$ cat config.mk
export PLATFORM = sky130hd
export DESIGN_NAME = time_triggered_task_scheduler
export DESIGN_NICKNAME = d
export VERILOG_FILES = /design/src/rtl/core/tts_pkg.sv /design/src/rtl/core/tts_ram.sv /design/src/rtl/core/tts_div.sv /design/src/rtl/core/time_triggered_task_scheduler.sv
export VERILOG_INCLUDE_DIRS = /design/src /design/src/rtl/core
export SDC_FILE = /design/constraint.sdc
export NUM_CORES = 2
export LEC_CHECK = 0
export BUFFER_PORTS_ARGS = -buffer_cell sky130_fd_sc_hd__buf_2
export CORE_MARGIN = 1.5
export CORE_UTILIZATION = 57
export CTS_CLUSTER_DIAMETER = 100
export CTS_CLUSTER_SIZE = 10
export DETAILED_ROUTE_END_ITERATION = 10
export HOLD_SLACK_MARGIN = 0.1
export PLACE_DENSITY_LB_ADDON = 0.05
export SLEW_MARGIN = 10
export SYNTH_ARGS = -nofsm -noshare
export SYNTH_HDL_FRONTEND = slang
export SYNTH_SLANG_ARGS = --single-unit
$ cat constraint.sdc
create_clock -name aclk -period 8.35 [get_ports aclk]
set_clock_uncertainty 0.15 [all_clocks]
set_input_delay 1.2525 -clock aclk [delete_from_list [all_inputs] [get_ports aclk]]
set_output_delay 1.2525 -clock aclk [all_outputs]
set_load 0.005 [all_outputs]
$ cat src/rtl/core/time_triggered_task_scheduler_macros.svh
// Assertion macros for the time-triggered task scheduler.
// Every macro samples on aclk and is switched off while aresetn is low.
`ifndef TIME_TRIGGERED_TASK_SCHEDULER_MACROS_SVH
`define TIME_TRIGGERED_TASK_SCHEDULER_MACROS_SVH

// Check that a condition holds at every clock edge.
`define TTS_ASSERT_ALWAYS(lbl, expr, msg) \
    lbl: assert property (@(posedge aclk) disable iff (!aresetn) (expr)) \
        else $error(msg);

// Check that a consequence holds in the same cycle as its cause.
`define TTS_ASSERT_IMPLIES(lbl, ante, cons, msg) \
    lbl: assert property (@(posedge aclk) disable iff (!aresetn) (ante) |-> (cons)) \
        else $error(msg);

// Check that a consequence holds in the cycle after its cause.
`define TTS_ASSERT_NEXT(lbl, ante, cons, msg) \
    lbl: assert property (@(posedge aclk) disable iff (!aresetn) (ante) |=> (cons)) \
        else $error(msg);

`endif

$ cat src/rtl/core/tts_pkg.sv
// Shared types and constants of the time-triggered task scheduler.
// No dependencies; tts_div, the scheduler top level and the testbench import it.
`default_nettype none

package tts_pkg;

    localparam int MAX_TASKS   = 16;
    localparam int TICK_MS     = 10;
    localparam int MAX_RESULTS = 16;

    localparam int SLOT_W    = (MAX_TASKS > 1) ? $clog2(MAX_TASKS) : 1;
    localparam int RES_CNT_W = $clog2(MAX_RESULTS + 1);

    // Reciprocal for the millisecond to tick conversion: floor((2^32 - 1) / TICK_MS).
    localparam logic [31:0] TICK_DIV   = 32'(TICK_MS);
    localparam logic [31:0] TICK_RECIP = 32'(64'hFFFF_FFFF / 64'(TICK_MS));

    localparam logic [7:0] RUNS_MAX = 8'hFF;

    typedef enum logic [1:0] {
        MODE_ADD      = 2'd0,
        MODE_REMOVE   = 2'd1,
        MODE_TICK     = 2'd2,
        MODE_DISPATCH = 2'd3
    } mode_t;

    typedef enum logic [1:0] {
        KIND_ADD_ACK    = 2'd0,
        KIND_REMOVE_ACK = 2'd1,
        KIND_DUE        = 2'd2,
        KIND_NONE       = 2'd3
    } kind_t;

    typedef enum logic [2:0] {
        ST_IDLE,
        ST_ADD,
        ST_TICK,
        ST_DISPATCH,
        ST_RESP
    } state_t;

    typedef struct packed {
        logic [31:0] handle;
        logic [31:0] countdown;
        logic [31:0] period;
        logic [7:0]  runs;
    } slot_entry_t;

endpackage

`default_nettype wire

$ cat src/rtl/core/tts_ram.sv
// Generic single-write, single-read synchronous RAM with registered read data.
// No dependencies.
`default_nettype none

module tts_ram #(
    parameter int WIDTH = 8,
    parameter int DEPTH = 16
) (
    input  wire logic                                        aclk,
    input  wire logic                                        wr_en,
    input  wire logic [((DEPTH > 1) ? $clog2(DEPTH) : 1)-1:0] wr_addr,
    input  wire logic [WIDTH-1:0]                            wr_data,
    input  wire logic [((DEPTH > 1) ? $clog2(DEPTH) : 1)-1:0] rd_addr,
    output logic      [WIDTH-1:0]                            rd_data
);

    logic [WIDTH-1:0] mem_reg [DEPTH];
    logic [WIDTH-1:0] rd_data_reg;

    always_ff @(posedge aclk) begin
        if (wr_en) begin
            mem_reg[wr_addr] <= wr_data;
        end
        rd_data_reg <= mem_reg[rd_addr];
    end

    assign rd_data = rd_data_reg;

endmodule

`default_nettype wire

$ cat src/rtl/core/tts_div.sv
// Three-stage divider by the constant TICK_MS (reciprocal multiply plus one correction).
// Depends on tts_pkg.
`default_nettype none

module tts_div
    import tts_pkg::*;
(
    input  wire logic        aclk,
    input  wire logic [31:0] dividend,
    output logic      [31:0] quotient
);

    logic [31:0] x1_reg;
    logic [63:0] prod1_reg;
    logic [31:0] x2_reg;
    logic [31:0] q0_2_reg;
    logic [31:0] qd2_reg;
    logic [31:0] quot_reg;

    logic [31:0] q0;
    logic [31:0] rem;

    assign q0  = prod1_reg[63:32];
    assign rem = x2_reg - qd2_reg;

    always_ff @(posedge aclk) begin
        // Estimate: at most one below the true quotient.
        x1_reg    <= dividend;
        prod1_reg <= 64'(dividend) * 64'(TICK_RECIP);
        // Back-multiply the estimate; it never exceeds the dividend.
        x2_reg    <= x1_reg;
        q0_2_reg  <= q0;
        qd2_reg   <= 32'(q0 * TICK_DIV);
        // Correct by one where the remainder is still a whole tick.
        quot_reg  <= (rem >= TICK_DIV) ? q0_2_reg + 32'd1 : q0_2_reg;
    end

    assign quotient = quot_reg;

endmodule

`default_nettype wire

$ cat src/rtl/core/time_triggered_task_scheduler.sv
// Time-triggered task scheduler. A table of MAX_TASKS slots (handle, countdown in ticks,
// period in ticks, pending-run count) sits in one synchronous RAM; per-slot occupied and
// due flags sit in flip-flops, so reset frees the whole table at once and a free slot
// reads as all zero without any clearing pass. One beat is taken at a time. An add
// converts delay and period to ticks through the three-stage divider and gives one ack
// beat. A remove gives one ack beat. A tick walks every slot: it reads one slot and writes
// back the one before it on every cycle through the single RAM port pair. A dispatch walks
// the slots up to the last due slot and gives one result beat for each due slot (at most
// 16), holding while the result side stalls; with nothing due it gives a single "nothing
// due" beat. Results leave through an output register, so a waiting beat never blocks the
// walk until the next one is ready.
// Depends on tts_pkg, tts_ram, tts_div and the macros header.
`default_nettype none

`include "time_triggered_task_scheduler_macros.svh"

module time_triggered_task_scheduler
    import tts_pkg::*;
(
    input  wire logic        aclk,
    input  wire logic        aresetn,

    input  wire logic        s_valid,
    output logic             s_ready,
    input  wire logic [1:0]  s_mode,
    input  wire logic [31:0] s_task_handle,
    input  wire logic [31:0] s_delay_ms,
    input  wire logic [31:0] s_period_ms,
    input  wire logic [3:0]  s_target_slot,

    output logic             m_valid,
    input  wire logic        m_ready,
    output logic [1:0]       m_result_kind,
    output logic [3:0]       m_slot_number,
    output logic [31:0]      m_due_handle,
    output logic             m_success,
    output logic             m_last_of_run
);

    // Add sequence: cycle in which each divider result shows up.
    localparam logic [1:0] ADD_DELAY_Q  = 2'd2;
    localparam logic [1:0] ADD_PERIOD_Q = 2'd3;

    // ------------------------------------------------------------------
    // Registers
    // ------------------------------------------------------------------
    state_t                 state_reg, state_next;
    logic [SLOT_W-1:0]      idx_reg, idx_next;
    logic [1:0]             cnt_reg, cnt_next;
    logic [RES_CNT_W-1:0]   nres_reg, nres_next;
    logic [MAX_TASKS-1:0]   occ_reg, occ_next;
    logic [MAX_TASKS-1:0]   due_reg, due_next;

    logic [31:0]            handle_cap_reg, handle_cap_next;
    logic [31:0]            period_cap_reg, period_cap_next;
    logic [31:0]            delay_q_reg, delay_q_next;
    logic [SLOT_W-1:0]      slot_cap_reg, slot_cap_next;
    kind_t                  res_kind_reg, res_kind_next;
    logic [3:0]             res_slot_reg, res_slot_next;
    logic                   res_ok_reg, res_ok_next;

    logic                   m_valid_reg, m_valid_next;
    kind_t                  m_result_kind_reg, m_result_kind_next;
    logic [3:0]             m_slot_number_reg, m_slot_number_next;
    logic [31:0]            m_due_handle_reg, m_due_handle_next;
    logic                   m_success_reg, m_success_next;
    logic                   m_last_of_run_reg, m_last_of_run_next;

    // ------------------------------------------------------------------
    // Slot RAM and divider
    // ------------------------------------------------------------------
    logic                   ram_we;
    logic [SLOT_W-1:0]      ram_waddr;
    slot_entry_t            ram_wdata;
    logic [SLOT_W-1:0]      ram_raddr;
    slot_entry_t            ram_rdata;

    logic [31:0]            div_x;
    logic [31:0]            div_q;

    tts_ram #(
        .WIDTH ($bits(slot_entry_t)),
        .DEPTH (MAX_TASKS)
    ) u_slot_ram (
        .aclk    (aclk),
        .wr_en   (ram_we),
        .wr_addr (ram_waddr),
        .wr_data (ram_wdata),
        .rd_addr (ram_raddr),
        .rd_data (ram_rdata)
    );

    tts_div u_tick_div (
        .aclk     (aclk),
        .dividend (div_x),
        .quotient (div_q)
    );

    // ------------------------------------------------------------------
    // Helpers
    // ------------------------------------------------------------------
    logic                   accept;
    logic                   out_free;
    logic                   free_found;
    logic [SLOT_W-1:0]      free_slot;
    logic                   add_ok;
    logic [SLOT_W-1:0]      tgt_idx;
    logic                   tgt_ok;
    slot_entry_t            ent;
    slot_entry_t            tick_ent;
    slot_entry_t            disp_ent;
    logic                   due_above;
    logic                   disp_last;
    logic                   idx_wrap;
    logic [SLOT_W-1:0]      idx_inc;
    logic                   due_beat;
    logic                   tick_accept;

    assign s_ready  = (state_reg == ST_IDLE);
    assign accept   = s_valid && s_ready;
    // The output register may take a new beat when empty or being emptied.
    assign out_free = !m_valid_reg || m_ready;

    // First free slot, lowest index wins.
    always_comb begin
        free_slot = '0;
        for (int i = MAX_TASKS - 1; i >= 0; i--) begin
            if (!occ_reg[i]) begin
                free_slot = SLOT_W'(i);
            end
        end
    end

    assign free_found = ~&occ_reg;
    assign add_ok     = (s_task_handle != '0) && free_found;
    assign tgt_idx    = SLOT_W'(s_target_slot);
    assign tgt_ok     = (int'(s_target_slot) < MAX_TASKS) && occ_reg[tgt_idx];

    // A free slot reads as all zero whatever the RAM holds.
    assign ent = occ_reg[idx_reg] ? ram_rdata : '0;

    always_comb begin
        tick_ent = ent;
        if (ent.countdown == '0) begin
            if (ent.runs != RUNS_MAX) begin
                tick_ent.runs = ent.runs + 8'd1;
            end
            if (ent.period != '0) begin
                tick_ent.countdown = ent.period;
            end
        end else begin
            tick_ent.countdown = ent.countdown - 32'd1;
        end
    end

    always_comb begin
        disp_ent      = ent;
        disp_ent.runs = ent.runs - 8'd1;
    end

    // Any due slot beyond the current one decides whether this beat ends the run.
    always_comb begin
        due_above = 1'b0;
        for (int i = 0; i < MAX_TASKS; i++) begin
            if (due_reg[i] && (SLOT_W'(i) > idx_reg)) begin
                due_above = 1'b1;
            end
        end
    end

    assign disp_last = !due_above || (nres_reg == RES_CNT_W'(MAX_RESULTS - 1));
    assign idx_wrap  = (idx_reg == SLOT_W'(MAX_TASKS - 1));
    assign idx_inc   = idx_wrap ? '0 : idx_reg + SLOT_W'(1);

    // ------------------------------------------------------------------
    // Next state
    // ------------------------------------------------------------------
    always_comb begin
        state_next = state_reg;
        unique case (state_reg)
            ST_IDLE: begin
                if (accept) begin
                    unique case (mode_t'(s_mode))
                        MODE_ADD:      state_next = add_ok ? ST_ADD : ST_RESP;
                        MODE_REMOVE:   state_next = ST_RESP;
                        MODE_TICK:     state_next = ST_TICK;
                        MODE_DISPATCH: state_next = (|due_reg) ? ST_DISPATCH : ST_RESP;
                        default:       state_next = ST_IDLE;
                    endcase
                end
            end
            ST_ADD: begin
                if (cnt_reg == ADD_PERIOD_Q) begin
                    state_next = ST_RESP;
                end
            end
            ST_TICK: begin
                if (idx_wrap) begin
                    state_next = ST_IDLE;
                end
            end
            ST_DISPATCH: begin
                if (due_reg[idx_reg]) begin
                    if (out_free && disp_last) begin
                        state_next = ST_IDLE;
                    end
                end else if (idx_wrap) begin
                    state_next = ST_IDLE;
                end
            end
            ST_RESP: begin
                if (out_free) begin
                    state_next = ST_IDLE;
                end
            end
            default: state_next = ST_IDLE;
        endcase
    end

    // ------------------------------------------------------------------
    // Datapath and outputs
    // ------------------------------------------------------------------
    always_comb begin
        idx_next           = idx_reg;
        cnt_next           = cnt_reg;
        nres_next          = nres_reg;
        occ_next           = occ_reg;
        due_next           = due_reg;
        handle_cap_next    = handle_cap_reg;
        period_cap_next    = period_cap_reg;
        delay_q_next       = delay_q_reg;
        slot_cap_next      = slot_cap_reg;
        res_kind_next      = res_kind_reg;
        res_slot_next      = res_slot_reg;
        res_ok_next        = res_ok_reg;

        m_valid_next       = m_valid_reg && !m_ready;
        m_result_kind_next = m_result_kind_reg;
        m_slot_number_next = m_slot_number_reg;
        m_due_handle_next  = m_due_handle_reg;
        m_success_next     = m_success_reg;
        m_last_of_run_next = m_last_of_run_reg;

        ram_we    = 1'b0;
        ram_waddr = idx_reg;
        ram_wdata = ent;
        ram_raddr = idx_reg;
        div_x     = period_cap_reg;

        unique case (state_reg)
            ST_IDLE: begin
                // Prime the walk: slot 0 is read on the accepting edge.
                ram_raddr = '0;
                idx_next  = '0;
                cnt_next  = '0;
                nres_next = '0;
                div_x     = s_delay_ms;
                if (accept) begin
                    handle_cap_next = s_task_handle;
                    period_cap_next = s_period_ms;
                    slot_cap_next   = free_slot;
                    unique case (mode_t'(s_mode))
                        MODE_ADD: begin
                            res_kind_next = KIND_ADD_ACK;
                            res_slot_next = add_ok ? 4'(free_slot) : 4'd0;
                            res_ok_next   = add_ok;
                        end
                        MODE_REMOVE: begin
                            res_kind_next = KIND_REMOVE_ACK;
                            res_slot_next = s_target_slot;
                            res_ok_next   = tgt_ok;
                            if (tgt_ok) begin
                                occ_next[tgt_idx] = 1'b0;
                                due_next[tgt_idx] = 1'b0;
                            end
                        end
                        MODE_TICK: begin
                        end
                        MODE_DISPATCH: begin
                            res_kind_next = KIND_NONE;
                            res_slot_next = 4'd0;
                            res_ok_next   = 1'b0;
                        end
                        default: begin
                        end
                    endcase
                end
            end
            ST_ADD: begin
                cnt_next = cnt_reg + 2'd1;
                if (cnt_reg == ADD_DELAY_Q) begin
                    delay_q_next = div_q;
                end
                if (cnt_reg == ADD_PERIOD_Q) begin
                    ram_we                = 1'b1;
                    ram_waddr             = slot_cap_reg;
                    ram_wdata.handle      = handle_cap_reg;
                    ram_wdata.countdown   = delay_q_reg;
                    ram_wdata.period      = div_q;
                    ram_wdata.runs        = 8'd0;
                    occ_next[slot_cap_reg] = 1'b1;
                    due_next[slot_cap_reg] = 1'b0;
                end
            end
            ST_TICK: begin
                // Write back slot idx while slot idx+1 is read.
                ram_we    = occ_reg[idx_reg];
                ram_wdata = tick_ent;
                if (occ_reg[idx_reg] && (ent.countdown == '0)) begin
                    due_next[idx_reg] = 1'b1;
                end
                idx_next  = idx_inc;
                ram_raddr = idx_inc;
            end
            ST_DISPATCH: begin
                if (due_reg[idx_reg]) begin
                    if (out_free) begin
                        m_valid_next       = 1'b1;
                        m_result_kind_next = KIND_DUE;
                        m_slot_number_next = 4'(idx_reg);
                        m_due_handle_next  = ent.handle;
                        m_success_next     = 1'b0;
                        m_last_of_run_next = disp_last;
                        ram_we             = 1'b1;
                        ram_wdata          = disp_ent;
                        // Drop a one-shot task once it has run.
                        if (ent.period == '0) begin
                            occ_next[idx_reg] = 1'b0;
                            due_next[idx_reg] = 1'b0;
                        end else begin
                            due_next[idx_reg] = (disp_ent.runs != '0);
                        end
                        nres_next = nres_reg + RES_CNT_W'(1);
                        idx_next  = idx_inc;
                        ram_raddr = idx_inc;
                    end else begin
                        // Hold: re-read the same slot until the beat can leave.
                        ram_raddr = idx_reg;
                    end
                end else begin
                    idx_next  = idx_inc;
                    ram_raddr = idx_inc;
                end
            end
            ST_RESP: begin
                if (out_free) begin
                    m_valid_next       = 1'b1;
                    m_result_kind_next = res_kind_reg;
                    m_slot_number_next = res_slot_reg;
                    m_due_handle_next  = '0;
                    m_success_next     = res_ok_reg;
                    m_last_of_run_next = 1'b1;
                end
            end
            default: begin
            end
        endcase
    end

    // ------------------------------------------------------------------
    // Register update
    // ------------------------------------------------------------------
    always_ff @(posedge aclk) begin
        if (!aresetn) begin
            state_reg   <= ST_IDLE;
            idx_reg     <= '0;
            cnt_reg     <= '0;
            nres_reg    <= '0;
            occ_reg     <= '0;
            due_reg     <= '0;
            m_valid_reg <= 1'b0;
        end else begin
            state_reg   <= state_next;
            idx_reg     <= idx_next;
            cnt_reg     <= cnt_next;
            nres_reg    <= nres_next;
            occ_reg     <= occ_next;
            due_reg     <= due_next;
            m_valid_reg <= m_valid_next;
        end
    end

    always_ff @(posedge aclk) begin
        handle_cap_reg    <= handle_cap_next;
        period_cap_reg    <= period_cap_next;
        delay_q_reg       <= delay_q_next;
        slot_cap_reg      <= slot_cap_next;
        res_kind_reg      <= res_kind_next;
        res_slot_reg      <= res_slot_next;
        res_ok_reg        <= res_ok_next;
        m_result_kind_reg <= m_result_kind_next;
        m_slot_number_reg <= m_slot_number_next;
        m_due_handle_reg  <= m_due_handle_next;
        m_success_reg     <= m_success_next;
        m_last_of_run_reg <= m_last_of_run_next;
    end

    assign m_valid       = m_valid_reg;
    assign m_result_kind = m_result_kind_reg;
    assign m_slot_number = m_slot_number_reg;
    assign m_due_handle  = m_due_handle_reg;
    assign m_success     = m_success_reg;
    assign m_last_of_run = m_last_of_run_reg;

    // ------------------------------------------------------------------
    // Assertions
    // ------------------------------------------------------------------
    assign due_beat    = m_valid_reg && (m_result_kind_reg == KIND_DUE);
    assign tick_accept = accept && (s_mode == MODE_TICK);

    `TTS_ASSERT_ALWAYS(a_due_only_on_occupied, (due_reg & ~occ_reg) == '0, "due on a free slot")
    `TTS_ASSERT_IMPLIES(a_due_handle_nonzero, due_beat, m_due_handle_reg != '0, "zero due handle")
    `TTS_ASSERT_ALWAYS(a_result_cap, nres_reg <= RES_CNT_W'(MAX_RESULTS), "result cap exceeded")
    `TTS_ASSERT_NEXT(a_tick_starts_walk, tick_accept, state_reg == ST_TICK, "tick walk missed")

endmodule

`default_nettype wire

==> impl_metrics.yaml <==
synthesis:
  synth_nets: 9077
  ys_seq_area_share_pct: 60.08
  synth_enable_flop_cells: 1809
  synthFlopType: "edfxtp_1"
  syn-mean-instance-area_sq_um: 12.37
  synth.ff_latch_count: 2139
  netlist_instances: 8196
  synth_area_sq_um: 101400
  async_reset_ff_share_pct: 0
  yosysTopAreaCell: "edfxtp_1"
  synth_top_area_share_pct: 53.56
  ys_types: 95
  yosysWarnings: 0
  synthTopCellsByArea: "edfxtp_1 (54%), dfxtp_1 (6.5%), fa_1 (6.5%), ha_1 (5.5%), nand2_1 (5.1%)"
grt:
  grt_pass1_wl_mm: 437.2
  grt_pass1_vias: 67110
  grt_max_degree: 138
  antenna_found_initial: 1
  gr-total-overflow: 0
  grt_usage_pct: 32.77
setup_path:
  cp-end-kind: "flop"
  crit_type: "reg -> reg"
  cp_num_buf_inv: 14
  crit_cells: 35
  crit_path_max_incr_delay_ns: 0.53
  slowest_stage: "fa_1"
  start_kind: "flop"
  required_ns: 8.94
  arrival_ns: 8.97
  cpMostUsedCell: "fa_1"
  reg2regPathDepth: 35
  critical-path-top-delay-family: "adder cells"
  critPathMaxFanout: 5
final_layout:
  fillers: 13410
  seqCellArea_sq_um: 60930
  multiInputGateArea_sq_um: 37170
  final_cells: 11180
  areaGrowthSynthToFinish_pct: 13.62
  nNetsFinal: 9512
  largest_reg_flops: 1664
  drive_gt1_share_pct: 12.15
  utilization_pct: 65.28
status:
  outcome: "complete, but fails checks"
  violations: "setup timing"
clocking:
  cts_tree: "done"
  cts_hold_buf: 0
  cts_buffers: 234
  ctsLongestPathBuffers: 3
  root_buffer: "clkbuf_16"
  clock_latency_ns: 0.90
  numClockSinks: 2139
  clkTransAtPathRegs_ns: 0.07
  cts.htree.levels: 4
detailed_routing:
  drt-initial-drc-count: 7689
  viasPerCell: 6.133
  wl_mm: 297.9
  first_pass_iters: 6
  drc: 0
  postRouteAntennaNets: 0
  vias: 68530
  wl_per_cell_microns: 26.66
floorplan:
  die-area_sq_um: 180500
  coreArea_sq_um: 176500
  initial_core_util_pct: 57.46
  io_pins: 148
  row_count: 154
  die_w_microns: 424.8
  fp.dieH_microns: 424.8
sta:
  finalCriticalPeriod_ns: 8.376
  fmax_ghz: 0.1194
  maxSlewViolCount: 0
  tightest_slew_ns: 1.303
  rsz0062_at_grt: "true"
  hold_viol: 0
  finalCritPeriodShare_pct: 100.3
  tns_ns: -0.02554
  final.setup.worst_slack_ns: -0.02554
  relSlewSlack_pct: 12.77
  setup_violations: 1
placement:
  io_buffers: 147
  place_inst: 10720
  gp_congestion: 0.9697
  place_ws_ns: -0.7166
  hpwlAfterDp_mm: 180.1
job:
  cap_violations: 0
hold_path:
  min_path_type: "reg -> reg"
  hold_path_depth: 0
-- cell type report --
cell class / instances / area share (%)
clock buffers: 416 / 5.675
flip-flops and latches: 2139 / 52.88
clock inverters: 20 / 0.3095
diodes: 4 / 0.008687
well taps: 2340 / 2.541
multi-input cells: 4982 / 32.26
inverters: 645 / 2.117
repair buffers: 629 / 4.211
-- per-stage QoR --
stage | hold slack (ns) | cell area, sq um
final | 0.1579 | 115200
after detailed placement | 0.1621 | 107600
after floorplan | 0.1596 | 101600
after global routing | 0.1615 | 115200
after global placement | 0.1610 | 107600
after CTS | 0.1600 | 114900
-- worst reg2reg max path, delay by kind of cell, from the launching register on --
family,cells,cell delay [ns]
buffers and inverters,14,1.31
AND/OR/NAND/NOR,2,0.55
flip-flops,1,0.32
AO/OA/AOI/OAI,8,1.53
adder cells (fa/ha/maj),9,3.96
multiplexers,1,0.29
XOR/XNOR,1,0.13
-- cells in the final DEF (no fill, tap or decap), types with 160 or more instances in the layout --
cell / synthesis / layout
a21oi_1: 282 / 274
a32oi_1: 212 / 212
buf_4: 2 / 438
clkbuf_1: 328 / 182
clkbuf_16: 0 / 235
dfxtp_1: 330 / 328
edfxtp_1: 1809 / 1809
fa_1: 329 / 325
ha_1: 446 / 422
inv_1: 644 / 625
mux2i_1: 239 / 225
nand2_1: 1372 / 1363
nand3_1: 383 / 380
nor2_1: 187 / 166
nor3_1: 165 / 160
o21ai_0: 325 / 319
-- synth_stat cells, drive strengths merged, types with 8 or more instances --
master     n
a22oi     24
a21oi    286
nand2b    34
xor2      68
mux2i    239
a211oi    10
nor3b     12
o211ai    16
and3      32
buf      100
nor3     165
nand2   1373
a31oi    121
a221o     15
nor4      36
fa       329
a32oi    212
edfxtp  1809
o21a      21
dfxtp    330
a21boi    29
or3       20
or2       12
and2      63
clkbuf   330
o31ai     20
nor2b     39
ha       446
a221oi    16
inv      644
o22ai     13
a32o     104
nor2     189
o221ai     8
mux4      12
a21o      52
xnor2     87
nand3    383
nand4     40
o21ai    339
-- path summary, 6_finish.rpt --
kind,from,slack (ns),end
min reg2reg,u_tick_div.x1_reg[22],0.16,u_tick_div.x2_reg[22]
max reg2reg,state_reg[0],-0.03,u_tick_div.prod1_reg[58]
max,state_reg[0],-0.03,u_tick_div.prod1_reg[58]
min,u_tick_div.x1_reg[22],0.16,u_tick_div.x2_reg[22]
-- logic make-up (layout without fill, tap and decap cells) --
kind of cell	count (synthesis)	count (layout)	synth area share, %
and+or+nand+nor	2435	2435	10.66
DFF	2139	2139	60.08
AOI/OAI and AO/OA	1360	1360	9.141
buffers and inverters	1075	1710	4.094
adders and majority gates	775	775	12.00
muxes	257	257	2.692
xor gates and xnor gates	155	155	1.339
other	0	4	0
-- repair_timing --
item	CTS	global route
pin swaps	19	40
setup buffers	8	14
setup endpoints to repair	18	15
gates cloned	0	1
resized for setup	56	52
-- routing by layer --
metal	share of wire [%]	vias up	track usage, %
met2	48	3038	53.36
met5	0	-	0
met1	41	34380	45.54
met4	3.4	0	11.14
li1	-	30560	-
met3	7.8	559	4.577
Power is not shown: default switching activity piles up to over one toggle a cycle in this logic, so the estimate is an artifact.
